$ cat config.mk
export PLATFORM = sky130hd
export DESIGN_NAME = gdb_pick
export DESIGN_NICKNAME = d
export VERILOG_FILES = /design/src/hw/rtl/gdb_pkg.sv /design/src/hw/rtl/gdb_pick.sv
export SDC_FILE = /design/constraint.sdc
export NUM_CORES = 1
export LEC_CHECK = 0
export ABC_AREA = 1
export BUFFER_PORTS_ARGS = -buffer_cell sky130_fd_sc_hd__buf_4
export CORE_MARGIN = 10
export CORE_UTILIZATION = 35
export DETAILED_ROUTE_END_ITERATION = 12
export GPL_ROUTABILITY_DRIVEN = 1
export PLACE_DENSITY = 0.85
export SYNTH_ARGS = -nofsm -noshare
export SYNTH_HDL_FRONTEND = slang
export SYNTH_SLANG_ARGS = --single-unit
$ cat constraint.sdc
create_clock -name vclk -period 3.4
set_input_delay 0.17 -clock vclk [all_inputs]
set_output_delay 0.17 -clock vclk [all_outputs]
set_load 0.05 [all_outputs]
$ cat src/hw/rtl/gdb_pkg.sv
`timescale 1ns / 1ps
`default_nettype none

package gdb_pkg;

    // Graph size and derived widths.
    localparam int MAX_V = 64;
    localparam int V_W   = $clog2(MAX_V);
    localparam int CNT_W = 7;
    localparam int CFG_W = 7;
    localparam int OP_W  = 2;

    // Operation codes of an input item.
    localparam logic [OP_W-1:0] OP_ADD_EDGE = 2'd0;
    localparam logic [OP_W-1:0] OP_RUN_DFS  = 2'd1;
    localparam logic [OP_W-1:0] OP_RUN_BFS  = 2'd2;

    // Configuration register indexes.
    localparam logic CFG_VERTEX_COUNT = 1'b0;
    localparam logic CFG_START_VERTEX = 1'b1;

    // Request to the adjacency row memory.
    typedef struct packed {
        logic             we;
        logic [V_W-1:0]   waddr;
        logic [MAX_V-1:0] wdata;
        logic             re;
        logic [V_W-1:0]   raddr;
    } t_adj_req;

    // Request to the stack / queue memory.
    typedef struct packed {
        logic           we;
        logic [V_W-1:0] waddr;
        logic [V_W-1:0] wdata;
        logic           re;
        logic [V_W-1:0] raddr;
    } t_wk_req;

endpackage

`default_nettype wire

$ cat src/hw/rtl/gdb_pick.sv
`timescale 1ns / 1ps
`default_nettype none

module gdb_pick
    import gdb_pkg::*;
(
    input  wire logic [MAX_V-1:0] i_row,
    input  wire logic [MAX_V-1:0] i_mask,
    input  wire logic [MAX_V-1:0] i_visited,
    output logic                  o_found,
    output logic      [V_W-1:0]   o_index
);

    logic [MAX_V-1:0] cand;

    // Lowest-index neighbor that is in range and not yet visited.
    always_comb begin
        cand    = i_row & i_mask & ~i_visited;
        o_found = |cand;
        o_index = '0;
        for (int i = MAX_V - 1; i >= 0; i--) begin
            if (cand[i]) begin
                o_index = V_W'(i);
            end
        end
    end

endmodule

`default_nettype wire

==> results.sh <==
export IMPL_wl_per_cell_um=12.3
export IMPL_yosys_cell_types_count=20
export IMPL_fin_crit_sh_pct=110
export IMPL_start_util_pct=35.8
export IMPL_port_buffers=199
export IMPL_cp_arrival_ns=3.56
export IMPL_cpMostUsedCell="nand2_1"
export IMPL_status="complete, but fails checks"
export IMPL_dr_pass1_iters=4
export IMPL_nClkBuffers=0
export IMPL_endpoint="o_index[0]"
export IMPL_p_leak_nw=2.00
export IMPL_final_cell_mix="buf_4, nand2_1, nor2_1"
export IMPL_routed_via_density=4.29
export IMPL_regArea_sq_um=0
export IMPL_slew_headroom_pct=77.8
export IMPL_drcViolationCount=0
export IMPL_yosysTopAreaCellShare_pct=37.6
export IMPL_grt_pass1_wl_um=11300
export IMPL_min_path_type="in -> out"
export IMPL_slowest_stage="buf_6"
export IMPL_core_area_sq_um=4660
export IMPL_avgSynthCellArea_sq_um=4.71
export IMPL_synthTopCellsByArea="nand2_1, nor2_1, bufinv_8"
export IMPL_ir_worst_vdd_mv=0.0703
export IMPL_tightest_slew_ns=0.329
export IMPL_fp_dieArea_sq_um=7930
export IMPL_syn_inst=354
export IMPL_p_total_mw=0.431
export IMPL_num_fill_cells=457
export IMPL_drt_total_wl_um=7500
export IMPL_layout_commonest_cell="buf_4"
export IMPL_cp_start_kind="input pin"
export IMPL_drive_gt1_share_pct=41.2
export IMPL_antenna_found_initial=0
export IMPL_dpl_hpwl_um=7200
export IMPL_yosys_area_top_type="nand2_1"
export IMPL_drv_slew=0
export IMPL_startpoint="i_visited[61]"
export IMPL_yosysSeqAreaShare_pct=0
export IMPL_synth_net_count=546
export IMPL_antennaDiodeCount=0
export IMPL_ys_warn_count=0
export IMPL_final_hold_viol_count=0
export IMPL_nets=750
export IMPL_required_ns=3.23
export IMPL_setup_ws_ns=-0.330
export IMPL_grt_max_degree=4
export IMPL_violations="negative setup slack"
export IMPL_path_class="in -> out"
export IMPL_die_h_um=89.1
export IMPL_rsz0062_at_grt="true"
export IMPL_final_setup_viol_count=1
export IMPL_power_density_nw_per_um2=132
export IMPL_endpoint_kind="output pin"
export IMPL_num_vias=2614
export IMPL_place_congestion=0.795
export IMPL_syn_area_sq_um=1670
export IMPL_syn_to_final_growth_pct=95.9
export IMPL_period_needed_ns=3.73
export IMPL_nFlopsAndLatches=0
export IMPL_drtIter0Drc=41
export IMPL_overflow=0
export IMPL_dieWidth_um=89.1
export IMPL_grt_total_usage_pct=17.1
export IMPL_max_freq_mhz=268
export IMPL_finalSetupTns_ns=-0.330
export IMPL_grt_pass1_vias=2778
export IMPL_cp_max_fo=2
export IMPL_detail_route_antenna_nets=0
export IMPL_max_cap_viol_count=0
export IMPL_rows=25
export IMPL_critPathMaxStageDelay_ns=0.17
export IMPL_io_pins=199
## per-stage QoR
step | setup WS (ns) | instance area [sq um] | cells | hold slack [ns] | utilization (%)
finish | -0.330 | 3270 | 610 | 0.757 | 70.1
global route | -0.933 | 3270 | 610 | 0.787 | 70.1
CTS | -0.360 | 3270 | 610 | 0.757 | 70.1
detailed placement | -0.383 | 3260 | 610 | 0.776 | 70.0
global placement | -0.313 | 3260 | 610 | 0.768 | 70.0
floorplan | 0.0269 | 1680 | 354 | 0.594 | -
## kinds of logic (layout without fill, tap and decap cells)
logic type      Yosys count  count (layout)  share of synthesized area [%]
compound gates           14              14                           5.62
simple gates            279             279                           65.8
buf+inv                  61             263                           28.6
## how the worst min path moves through the flow
stage	end	from	cells after the start
detailed placement	o_index[0]	i_visited[0]	4
finish	o_index[0]	i_visited[0]	4
CTS	o_index[0]	i_visited[0]	4
global route	o_index[0]	i_visited[0]	4
global placement	o_index[1]	i_visited[2]	5
floorplan	o_index[0]	i_row[1]	2
## Yosys cell counts
cell type,n
a21oi_2,1
a31oi_1,4
a21oi_1,2
bufinv_8,18
nor3_1,2
nand3_1,1
nand2_1,167
inv_1,40
nand3b_4,2
a211oi_1,1
o21ai_0,2
nand3_2,1
clkinv_1,1
nand3b_1,1
o21bai_1,2
o311ai_0,2
nor2_1,103
inv_2,2
nor2_2,1
nand4_1,1
## report_power, final
part	internal, mW	leakage, nW	switching (mW)
combinational	0.248	2.00	0.183
clock	0	0	0
sequential	0	0	0
total	0.248	2.00	0.183
## cell type report
class                           count  area, sq um  area share [%]
Timing Repair Buffer              202         1520            46.5
Multi-Input combinational cell    293         1200            36.9
Inverter                           61          477            14.6
Tap cell                           54         67.6            2.07
## worst max-delay path: cells and delay by family
family / cells / cell delay [ns]
compound gates: 1 / 0.11
simple gates: 61 / 3.03
buf+inv: 2 / 0.27
## layer usage
layer  part of all wire, %  routed length [um]  GRT usage [%]  vias up
met5                     0                   0              0        -
met4                  0.83                  62           2.02        0
met3                    11                 792           6.02        6
met2                    55                4160           35.2       94
met1                    33                2490           16.0     1075
li1                      -                   -              -     1439
## what timing repair did
action	CTS	global route
setup buffers	0	0
pin swaps	0	1
hold buffers	0	0
setup endpoints to repair	1	1
resized for setup	2	1
No activity file was read; power rests on OpenSTA's default activity.
