`config.mk`:
```
export PLATFORM = sky130hd
export DESIGN_NAME = gdb_adj_mem
export DESIGN_NICKNAME = d
export VERILOG_FILES = /design/src/hw/rtl/gdb_pkg.sv /design/src/hw/rtl/gdb_adj_mem.sv
export SDC_FILE = /design/constraint.sdc
export NUM_CORES = 2
export LEC_CHECK = 0
export ABC_CLOCK_PERIOD_IN_PS = 6550
export BUFFER_PORTS_ARGS = -buffer_cell sky130_fd_sc_hd__buf_2
export CAP_MARGIN = 20
export CORE_MARGIN = 1.5
export CORE_UTILIZATION = 55
export CTS_CLUSTER_SIZE = 30
export DETAILED_ROUTE_END_ITERATION = 12
export PLACE_DENSITY = 0.74
export REMOVE_ABC_BUFFERS = 1
export SLEW_MARGIN = 20
export SYNTH_ARGS = -nofsm -noshare
export SYNTH_HDL_FRONTEND = slang
export SYNTH_SLANG_ARGS = --single-unit
```
`constraint.sdc`:
```
create_clock -name i_clk -period 6.55 [get_ports i_clk]
set_input_delay 1.6375 -clock i_clk [delete_from_list [all_inputs] [get_ports i_clk]]
set_output_delay 1.6375 -clock i_clk [all_outputs]
set_load 0.02 [all_outputs]
```
`src/hw/rtl/gdb_pkg.sv`:
```
`timescale 1ns / 1ps
`default_nettype none

package gdb_pkg;

    // Graph size and derived widths.
    localparam int MAX_V = 64;
    localparam int V_W   = $clog2(MAX_V);
    localparam int CNT_W = 7;
    localparam int CFG_W = 7;
    localparam int OP_W  = 2;

    // Operation codes of an input item.
    localparam logic [OP_W-1:0] OP_ADD_EDGE = 2'd0;
    localparam logic [OP_W-1:0] OP_RUN_DFS  = 2'd1;
    localparam logic [OP_W-1:0] OP_RUN_BFS  = 2'd2;

    // Configuration register indexes.
    localparam logic CFG_VERTEX_COUNT = 1'b0;
    localparam logic CFG_START_VERTEX = 1'b1;

    // Request to the adjacency row memory.
    typedef struct packed {
        logic             we;
        logic [V_W-1:0]   waddr;
        logic [MAX_V-1:0] wdata;
        logic             re;
        logic [V_W-1:0]   raddr;
    } t_adj_req;

    // Request to the stack / queue memory.
    typedef struct packed {
        logic           we;
        logic [V_W-1:0] waddr;
        logic [V_W-1:0] wdata;
        logic           re;
        logic [V_W-1:0] raddr;
    } t_wk_req;

endpackage

`default_nettype wire

```
`src/hw/rtl/gdb_adj_mem.sv`:
```
`timescale 1ns / 1ps
`default_nettype none

module gdb_adj_mem
    import gdb_pkg::*;
(
    input  wire logic             i_clk,
    input  wire logic             i_rst_n,
    input  wire t_adj_req         i_req,
    output logic      [MAX_V-1:0] o_rdata
);

    logic [MAX_V-1:0] r_mem [MAX_V];
    logic [MAX_V-1:0] r_row_valid;
    logic [MAX_V-1:0] r_rdata;
    logic             r_rvalid;

    // Row storage with a registered read port.
    always_ff @(posedge i_clk) begin
        if (i_req.we) begin
            r_mem[i_req.waddr] <= i_req.wdata;
        end
        if (i_req.re) begin
            r_rdata <= r_mem[i_req.raddr];
        end
    end

    // A row never written since reset reads as all zero.
    always_ff @(posedge i_clk) begin
        if (!i_rst_n) begin
            r_row_valid <= '0;
            r_rvalid    <= 1'b0;
        end else begin
            if (i_req.we) begin
                r_row_valid[i_req.waddr] <= 1'b1;
            end
            if (i_req.re) begin
                r_rvalid <= r_row_valid[i_req.raddr];
            end
        end
    end

    assign o_rdata = r_rvalid ? r_rdata : '0;

endmodule

`default_nettype wire

```
==> results.md <==
- Root Buffer: clkbuf_16
- Synth Area per Inst: 25.2 um2
- Crit path from: r_rvalid
- Hold_buf cts: 0
- Min-delay worst type: reg -> reg
- Clk_skew: 0.0697 ns
- Non-filler cells, final: 10900
- CP required: ~5 ns
- Resize count post-CTS: 0
- Setup_tns: 0 ns
- TritonCTS clock tree: built
- Routed vias: 77000
- Final hold vios: 0
- DIE HEIGHT: 542 um
- GR Overflow Total: 0
- Fmax: 214 MHz
- Postcts setup bufs: 0
- H-tree Lvls: 5
- MaxCap Viol Count: 0
- Synth unique cells: 30
- Mapped Area: 0.160 mm2
- Reg2reg path depth: 4
- TritonCTS Buffers: between 400 and 500
- Initial DRC count: 12500
- Wire length per cell: 39.6 um
- Clk_lat worst skew: slightly above 1 ns
- Worst Tran Pin Value: 1.23 ns
- Antenna viol nets, final: 0
- RSZ-0062 raised after global routing: false
- Initial antenna violation count: 41
- Leakage power: 0.0559 uW
- Core Footprint: 0.288 mm2
- Hold path startpoint: r_row_valid[38]
- Post-synthesis sequential area ratio: 79.1%
- CP max FO: 37
- Dpl cells: 10100
- CP Capture Point: o_rdata[39]
- CP Launch Type: flop
- DRT Pass-1 Iters: 8
- DRC viols: 0
- I/O pin total: 144
- Min Clock Period, post-route: about 4.7 ns
- Area delta synth->final: 12.9%
- Clock buffer depth: 4
- Clk sink count: 4225
- R2R Setup Slk: 4.31 ns
- Worst hold path depth: 1
- Period utilization: 71.2%
- Layout cells sized above 1: approximately 32%
- Die width: between 500 and 600 um
- Setup-failing EPs final: 0
- Nets: between 6000 and 7000
- Port Buffers: 143
- Run status: finished, final reports clean
- #FFs+latches synth: 4225
- Worst setup EP type: primary output
- Post-Route WL: between 400 and 500 mm
- Setup ws final: approximately 1.9 ns
- First-pass GRT wire length: about 600 mm
- DR vias/cell: 7.06
- Initial core utilization: between 50% and 60%
- Syn Inst Count: about 6300
- R2r startpoint: r_mem[50][6]
- Final RePlAce weighted congestion: between 0.7 and 0.8
- Peak supply drop: 0.000243 V
- Pwr/cell area: between 300 and 400 mW/mm2
- Post-DP HPWL: 210 mm
- Vias in the first global route: 77100
- WS Path Type: reg -> out
- Slew HR: 17.9%
- Clk pin slew, worst setup/hold paths: 0.06 ns
- Num rows: about 200
- Slew Limit Fails: 0
- YS warnings: 0
- Total track usage: 29.4%
- Largest net degree at the start of global routing: 112
- Worst r2r dst: r_rdata[6]
- Critical path arrival: 3.03 ns
- Pre-CTS WS: approximately 1.6 ns
- Full die area: 0.293 mm2
[per-layer routing]
layer	track usage (%)	part of all wire, %
met3	6.28	12
met2	47.6	49
met5	0	0.025
met4	12.0	4.8
met1	39.5	34
[placed cells by master, fill, tap and decap left out, types with 3 or more instances in the layout]
master,count
mux2_2,4
dfxtp_1,64
clkinv_8,4
nor2_4,61
clkbuf_16,413
a22oi_1,131
clkbuf_8,5
inv_16,4
clkbuf_1,80
inv_6,3
clkinv_1,111
bufinv_16,33
nor2b_1,14
nand4_1,3
buf_8,3
buf_12,66
clkinv_2,71
buf_4,175
buf_2,135
nand3_1,10
mux4_2,1290
diode_2,13
clkinvlp_4,8
o21a_1,64
clkinv_16,19
edfxtp_1,4160
nor2_1,3
nand2_1,72
clkinv_4,3
nor3_2,4
nand2b_1,10
and2_1,64
a2111oi_0,6
[cell usage after synthesis, drive strengths merged]
library cell  number  area, um2
a2111oi            6       52.6
a211oi             2       15.0
a22oi            131        983
a311oi             1       8.76
a31oi              1       6.26
a41oi              1       8.76
and2              65        407
buf              153        748
clkbuf           188        706
dfxtp             65       1300
edfxtp          4160     125000
mux2               4       45.0
mux2i              2       20.0
mux4            1290      29100
nand2             72        270
nand2b            10       62.6
nand3             10       50.1
nand3b             1       7.51
nand4              3       18.8
nor2              64        240
nor2b             16        100
nor3               4       20.0
nor4               2       12.5
o21a              64        480
o21ai              2       10.0
o22ai              2       12.5
or3                1       6.26
[flip-flops by register name, indices dropped and copies added (netlist names)]
signal / flops
r_mem: 4096
r_rdata: 64
r_row_valid: 64
r_rvalid: 1
[logic make-up after synthesis]
group	after synthesis	synth area share, %
mux	1296	18.2
compound gates	210	0.989
simple gates	248	0.749
buf+inv	341	0.911
flops	4225	79.1
[stage by stage]
stage	util (%)	hold slack (ns)	power [uW]	instance area (um2)
finish	62.4	0.464	55800	180000
global route	62.4	0.480	57100	180000
CTS	62.4	0.462	55900	180000
detailed placement	57.8	0.448	33000	167000
global placement	57.8	0.439	32900	167000
floorplan	-	0.433	31700	158000
[power by group]
group          leakage (uW)  switching (uW)  internal [uW]
clock               0.00646           10300          13000
sequential           0.0380             107          29900
combinational        0.0114            1420           1010
total                0.0559           11800          44000
[cell type report]
cell class | instances | area, um2
tap | 3781 | 4730
antenna | 13 | 32.5
sequential | 4225 | 126000
clock inverter | 259 | 2610
multi-input combinational | 1754 | 32400
timing repair buffer | 381 | 3390
fill | 18200 | 108000
clock buffer | 498 | 10700
[worst min path at each step]
stage | endpoint
detailed placement | r_row_valid[32]
finish | r_row_valid[38]
floorplan | r_row_valid[16]
global placement | r_row_valid[43]
global route | r_row_valid[57]
CTS | r_row_valid[32]
[worst max-delay path, cell delays in order, from the launching register on]
cell and delay [ns]:
dfxtp_4 0.86, buf_4 0.61, and2_1 0.34, buf_2 0.21
No activity file was read; power rests on OpenSTA's default activity.
