$ cat config.mk
export PLATFORM = sky130hd
export DESIGN_NAME = gdb_walk_mem
export DESIGN_NICKNAME = d
export VERILOG_FILES = /design/src/hw/rtl/gdb_pkg.sv /design/src/hw/rtl/gdb_walk_mem.sv
export SDC_FILE = /design/constraint.sdc
export NUM_CORES = 1
export LEC_CHECK = 0
export ABC_AREA = 1
export BUFFER_PORTS_ARGS = -buffer_cell sky130_fd_sc_hd__buf_4
export CORE_MARGIN = 2
export CORE_UTILIZATION = 55
export DETAILED_ROUTE_END_ITERATION = 6
export HOLD_SLACK_MARGIN = 0.08
export PLACE_DENSITY = 0.86
export RECOVER_POWER = 100
export SYNTH_ARGS = -nofsm -noshare
export SYNTH_HDL_FRONTEND = slang
export SYNTH_SLANG_ARGS = --single-unit
$ cat constraint.sdc
create_clock -name i_clk -period 1.9 [get_ports i_clk]
set_clock_uncertainty 0.15 [all_clocks]
set_input_delay 0.095 -clock i_clk [delete_from_list [all_inputs] [get_ports i_clk]]
set_output_delay 0.095 -clock i_clk [all_outputs]
set_load 0.01 [all_outputs]
$ cat src/hw/rtl/gdb_pkg.sv
`timescale 1ns / 1ps
`default_nettype none

package gdb_pkg;

    // Graph size and derived widths.
    localparam int MAX_V = 64;
    localparam int V_W   = $clog2(MAX_V);
    localparam int CNT_W = 7;
    localparam int CFG_W = 7;
    localparam int OP_W  = 2;

    // Operation codes of an input item.
    localparam logic [OP_W-1:0] OP_ADD_EDGE = 2'd0;
    localparam logic [OP_W-1:0] OP_RUN_DFS  = 2'd1;
    localparam logic [OP_W-1:0] OP_RUN_BFS  = 2'd2;

    // Configuration register indexes.
    localparam logic CFG_VERTEX_COUNT = 1'b0;
    localparam logic CFG_START_VERTEX = 1'b1;

    // Request to the adjacency row memory.
    typedef struct packed {
        logic             we;
        logic [V_W-1:0]   waddr;
        logic [MAX_V-1:0] wdata;
        logic             re;
        logic [V_W-1:0]   raddr;
    } t_adj_req;

    // Request to the stack / queue memory.
    typedef struct packed {
        logic           we;
        logic [V_W-1:0] waddr;
        logic [V_W-1:0] wdata;
        logic           re;
        logic [V_W-1:0] raddr;
    } t_wk_req;

endpackage

`default_nettype wire

$ cat src/hw/rtl/gdb_walk_mem.sv
`timescale 1ns / 1ps
`default_nettype none

module gdb_walk_mem
    import gdb_pkg::*;
(
    input  wire logic           i_clk,
    input  wire t_wk_req        i_req,
    output logic      [V_W-1:0] o_rdata
);

    logic [V_W-1:0] r_mem [MAX_V];
    logic [V_W-1:0] r_rdata;

    // Stack or queue entries; one write and one registered read per cycle.
    always_ff @(posedge i_clk) begin
        if (i_req.we) begin
            r_mem[i_req.waddr] <= i_req.wdata;
        end
        if (i_req.re) begin
            r_rdata <= r_mem[i_req.raddr];
        end
    end

    assign o_rdata = r_rdata;

endmodule

`default_nettype wire

==> flow_summary.json, run 1 <==
{
  "status": "finished with violations",
  "failed_checks": "capacitance limit, slew limit",
  "rrSetupSlack_ns": 0.33,
  "wirelength_um": 40600,
  "cp_num_buf_inv": 4,
  "io_pins": 27,
  "portBuffers": 26,
  "syn_area_sq_mm": 0.0160,
  "end_kind": "register",
  "placed_cells": 1795,
  "grtUsageTotal_pct": 26.8,
  "drc": 0,
  "grt_pass1_vias": 11255,
  "gp_congestion": 0.932,
  "nets": 1487,
  "finalHoldViolations": 0,
  "yosys_warnings": 0,
  "hold_class": "primary input to register",
  "antenna_found_initial": 0,
  "setup_viol": 0,
  "cp.arrival_ns": 1.97,
  "layoutNonFillerInstCount": 1875,
  "min_period_over_period_pct": 99.0,
  "reg2regPathDepth": 8,
  "hold_depth": 4,
  "period_needed_ns": 1.88,
  "cts_tree": "yes",
  "via_count": 11417,
  "cp_slowest_cell": "dlygate4sd3_1",
  "rsz0062_at_grt": "yes",
  "clkTransAtPathRegs_ns": 0.07,
  "vdd_drop_max_uv": 670,
  "crit_chain": "dlygate4sd3_1, buf_4, inv_1, nand4_1, nor4_1, buf_4",
  "critical_path_class": "primary input to register",
  "initial_utilization_pct": 55.7,
  "fmax_ghz": 0.532,
  "worst-path-stages": 6,
  "ys_seq_elements": 390,
  "cts.path.max_buffers": 3,
  "grt_max_degree": 91,
  "numCtsBuffers": 38,
  "chipHeight_um": 175,
  "hold_end": "r_mem[5][3]",
  "drive_gt1_share_pct": 10.8,
  "cpLargestDelayFamily": "buffers and inverters",
  "synth.distinct_cells": 13,
  "avgRoutedWirePerCell_um": 21.7,
  "p_leak_nw": 6.70,
  "diodes": 0,
  "root_buffer": "clkbuf_16",
  "crit_path_max_fanout": 8,
  "critPathMaxStageDelay_ns": 0.53,
  "required_ns": 1.99,
  "die_width_um": 175,
  "worst_slew_pin_slew_ns": 1.52,
  "clock_latency_ns": 0.53,
  "seq_area_frac_synth_pct": 73.2,
  "post_cts_buffers": 0,
  "syn_nets": 1397,
  "drt_iter0_drc": 1815,
  "worst_setup_path_start_kind": "primary input",
  "max-cap-violations": 2,
  "die_area_sq_mm": 0.0305,
  "timing.critical_path.mode_cell": "buf_4",
  "grt_pass1_wl_um": 62500,
  "grt_overflow_total": 0,
  "fp-row-count": 62,
  "p_per_area_mw_per_mm2": 988,
  "cts.sinks": 390,
  "r2r-start": "r_mem[15][0]",
  "core_sq_mm": 0.0287,
  "viasPerCell": 6.09,
  "dp_hpwl_um": 23800,
  "synth.avg_cell_area_sq_um": 11.6,
  "n_fill_cell": 1980,
  "syn-instance-count": 1376,
  "first_pass_iters": 6,
  "ant_nets": 0,
  "cts-htree-levels": 2,
  "report.final.slew_viol_count": 130,
  "syn2layout_area_growth_pct": 14.7,
  "fin_util_pct": 63.9,
  "hp-start": "i_req[18]",
  "slew_headroom_pct": -1.20,
  "r2r-end": "o_rdata[0]"
}
-- cells in the final DEF (no fill, tap or decap) --
cell           count
buf_12            10
buf_4             81
bufinv_16          4
clkbuf_1          26
clkbuf_16         39
clkbuf_2           6
clkbuf_4           4
clkinv_1           6
clkinv_2           6
dlygate4sd3_1     15
edfxtp_1         390
inv_1             10
inv_2              1
inv_4              1
inv_6              2
nand2_1          486
nand3_1          331
nand4_1            9
nor2_1            51
nor2_2             5
nor4_1             6
nor4_2             2
-- per-layer routing --
| metal | vias to the layer above | GRT usage [%] | part of all wire [%] | routed length, um |
|---|---|---|---|---|
| li1 | 5009 | - | - | - |
| met1 | 5440 | 35.3 | 36 | 14800 |
| met2 | 829 | 43.8 | 48 | 19600 |
| met3 | 139 | 4.90 | 11 | 4430 |
| met4 | 0 | 12.5 | 4.6 | 1870 |
| met5 | - | 0 | 0 | 0 |
-- worst register-to-register path, cell delays in order (launching register included) --
cell and delay, ns:
edfxtp_1 0.39, nand2_1 0.10, nand3_1 0.14, nand3_1 0.17
nand2_1 0.09, nand2_1 0.06, nand3_1 0.06, nand3_1 0.10
nand2_1 0.06
-- repair_timing --
| action | 4_1_cts | 5_1_grt |
|---|---|---|
| hold buffers | 15 | 0 |
| setup endpoints to repair | 0 | 36 |
| endpoints found under the hold margin | 392 | 0 |
| gates resized for setup | 0 | 7 |
-- cells in the mapped netlist, drive strengths merged --
cell / instances / share of area, %
nand3: 331 / 10
edfxtp: 390 / 73
nor4: 8 / 0.31
buf: 69 / 2.4
nand4: 9 / 0.35
nor2: 56 / 1.3
clkbuf: 15 / 0.35
inv: 12 / 0.28
nand2: 486 / 11
-- where the power goes --
group	switching [mW]	internal [mW]	total, mW
combinational	0.860	0.328	1.19
sequential	0.0269	9.55	9.57
clock	3.07	4.30	7.37
total	3.95	14.2	18.1
-- sequential cells by signal, summed over array words and instances, names as in the netlist --
signal and flops:
r_mem 384, o_rdata 6
-- how the worst max path moves through the flow --
stage                          from  slack [ns]           end
after floorplan           i_req[19]        0.09  r_mem[48][0]
after global placement     i_req[0]        0.12    o_rdata[5]
after detailed placement  i_req[16]        0.06  r_mem[51][2]
after CTS                 i_req[16]        0.07  r_mem[51][2]
after global routing      i_req[13]       -0.03  r_mem[46][3]
final                     i_req[16]        0.02  r_mem[49][2]
-- logic make-up (layout without fill, tap and decap cells) --
family | after synthesis | in the layout | share of synthesized area [%]
buffers and inverters | 96 | 211 | 3.01
flip-flops | 390 | 390 | 73.2
AND/OR/NAND/NOR | 890 | 890 | 23.7
-- cell type report --
class,count,area (sq um),share of cell area (%)
multi-input combinational,890,3820,20.8
sequential,390,11700,63.8
timing repair buffer,134,1090,5.92
inverter,12,47.5,0.259
clock inverter,18,190,1.04
clock buffer,47,1010,5.48
tap,384,480,2.62
-- through the flow --
stage | hold slack (ns) | worst slack, ns | instance area (sq um) | TNS (ns) | power, mW
6_report | 0.0579 | 0.0193 | 18300 | 0 | 18.1
5_1_grt | 0.0837 | -0.0306 | 18300 | -0.360 | 18.6
4_1_cts | 0.0861 | 0.0695 | 18500 | 0 | 18.2
3_5_place_dp | 0.241 | 0.0553 | 17100 | 0 | 10.9
3_3_place_gp | 0.240 | 0.119 | 17100 | 0 | 10.9
2_1_floorplan | 0.0439 | 0.0858 | 16000 | 0 | 10.4
Note: power is estimated with default switching activity, not from simulation.
==> inputs of run 2 (changes only) <==
==> constraint.sdc (replaced) <==
create_clock -name i_clk -period 1.9 [get_ports i_clk]
set_clock_uncertainty 0.15 [all_clocks]
set_input_delay 0.285 -clock i_clk [delete_from_list [all_inputs] [get_ports i_clk]]
set_output_delay 0.285 -clock i_clk [all_outputs]
set_load 0.01 [all_outputs]
==> flow_summary.json, run 2 (same netlist as run 1, synthesis figures left out) <==
{
  "worst_slew_pin_slew_ns": 1.52,
  "cts-htree-levels": 2,
  "n_fill_cell": 2076,
  "syn2layout_area_growth_pct": 13.8,
  "r2r-start": "r_mem[4][4]",
  "viasPerCell": 6.08,
  "drive_gt1_share_pct": 7.00,
  "largest_register_ffs": 384,
  "r2r-end": "o_rdata[4]",
  "grt_pass1_wl_um": 61400,
  "first_pass_iters": 7,
  "wirelength_um": 40300,
  "drc": 3,
  "layout_common_cells": "nand2_1, edfxtp_1, nand3_1",
  "diodes": 0,
  "cpLargestDelayFamily": "buffers and inverters",
  "cp_num_buf_inv": 3,
  "cp_slowest_cell": "clkbuf_1",
  "chipHeight_um": 175,
  "antenna_found_initial": 0,
  "crit_path_max_fanout": 9,
  "cts_tree": "yes",
  "fin_ws_ns": 0.128,
  "grt_pass1_vias": 11007,
  "io_pins": 27,
  "clock_latency_ns": 0.52,
  "timing.critical_path.mode_cell": "clkbuf_1",
  "initial_utilization_pct": 55.7,
  "crit_chain": "clkbuf_1, nand4_1, clkbuf_1, nor2_1, clkbuf_1",
  "worst-path-stages": 5,
  "failed_checks": "DRC, capacitance limit, slew limit",
  "max-cap-violations": 1,
  "hold_buffers": 6,
  "die_width_um": 175,
  "end_kind": "register",
  "core_sq_mm": 0.0287,
  "whs_ns": 0.107,
  "ant_nets": 0,
  "drt_iter0_drc": 1877,
  "cp.arrival_ns": 1.80,
  "top_register": "r_mem",
  "report.final.slew_viol_count": 65,
  "fmax_ghz": 0.564,
  "p_leak_nw": 6.51,
  "status": "finished with violations",
  "numCtsBuffers": 38,
  "cts_resized": 0,
  "p_per_area_mw_per_mm2": 995,
  "rsz0062_at_grt": "no",
  "place_ws_ns": -0.136,
  "register_area_sq_mm": 0.0117,
  "multi_input_area_sq_mm": 0.00380,
  "setup_viol": 0,
  "cts.sinks": 390,
  "finalHoldViolations": 0,
  "avgRoutedWirePerCell_um": 21.4,
  "worst_setup_path_start_kind": "primary input",
  "critPathMaxStageDelay_ns": 0.39,
  "required_ns": 1.92,
  "grt_overflow_total": 0,
  "reg2regPathDepth": 8,
  "rrSetupSlack_ns": 0.27,
  "root_buffer": "clkbuf_16",
  "gp_congestion": 0.909,
  "hold_depth": 4,
  "period_needed_ns": 1.77,
  "slew_headroom_pct": -1.12,
  "clkTransAtPathRegs_ns": 0.06,
  "vdd_drop_max_uv": 579,
  "nets": 1495,
  "portBuffers": 26,
  "min_period_over_period_pct": 93.2,
  "fp-row-count": 62,
  "dp_hpwl_um": 24000,
  "die_area_sq_mm": 0.0305,
  "grt_max_degree": 91,
  "critical_path_class": "primary input to register",
  "grtUsageTotal_pct": 26.3,
  "final_common_cell": "nand2_1",
  "hold_class": "primary input to register",
  "cts.path.max_buffers": 3,
  "via_count": 11441,
  "hp-start": "i_req[4]",
  "post_cts_buffers": 0,
  "hold_end": "o_rdata[4]"
}
==> run 2: worst max-delay path by stage <==
stage	from	end	slack, ns
6_report	i_req[19]	r_mem[28][2]	0.13
5_1_grt	i_req[19]	r_mem[28][2]	0.11
4_1_cts	o_rdata[1]	o_rdata[1]	0.28
3_5_place_dp	i_req[0]	o_rdata[5]	-0.14
3_3_place_gp	i_req[0]	o_rdata[5]	-0.07
2_1_floorplan	i_req[19]	r_mem[48][0]	-0.10
==> run 2: power breakdown <==
part	leakage [nW]	switching, mW	internal [mW]	total [mW]
clock	0.590	3.03	4.31	7.35
combinational	2.41	0.864	0.337	1.20
sequential	3.51	0.0273	9.54	9.57
==> run 2: cell type report <==
class                      instances  area share, %
clock buffer                      48           5.78
clock inverter                    17          0.846
inverter                          12          0.261
multi-input combinational        890           20.9
sequential                       390           64.3
tap                              384           2.64
timing repair buffer             142           5.27
==> run 2: tightest hold or removal path, stage by stage <==
cell     delay [ns]
buf_4          0.17
nand3_1        0.09
nand3_1        0.06
nand2_1        0.06
==> run 2: routing by layer <==
layer	track usage (%)	wire length, um	up-vias
met5	0	0	-
li1	-	-	5037
met4	11.1	1640	0
met2	42.7	19300	863
met3	4.37	4640	139
met1	35.5	14700	5402
==> run 2: metrics by stage <==
step / setup TNS, ns / utilization [%] / cells / total power, mW / cell area, sq um
after global routing: 0 / 63.4 / 1883 / 18.6 / 18200
after CTS: 0 / 64.7 / 1883 / 18.2 / 18600
after floorplan: -5.00 / - / 1376 / 10.4 / 16000
final: 0 / 63.4 / 1883 / 18.1 / 18200
after detailed placement: -0.471 / 60.3 / 1812 / 10.9 / 17300
after global placement: -0.157 / 60.3 / 1812 / 10.9 / 17300
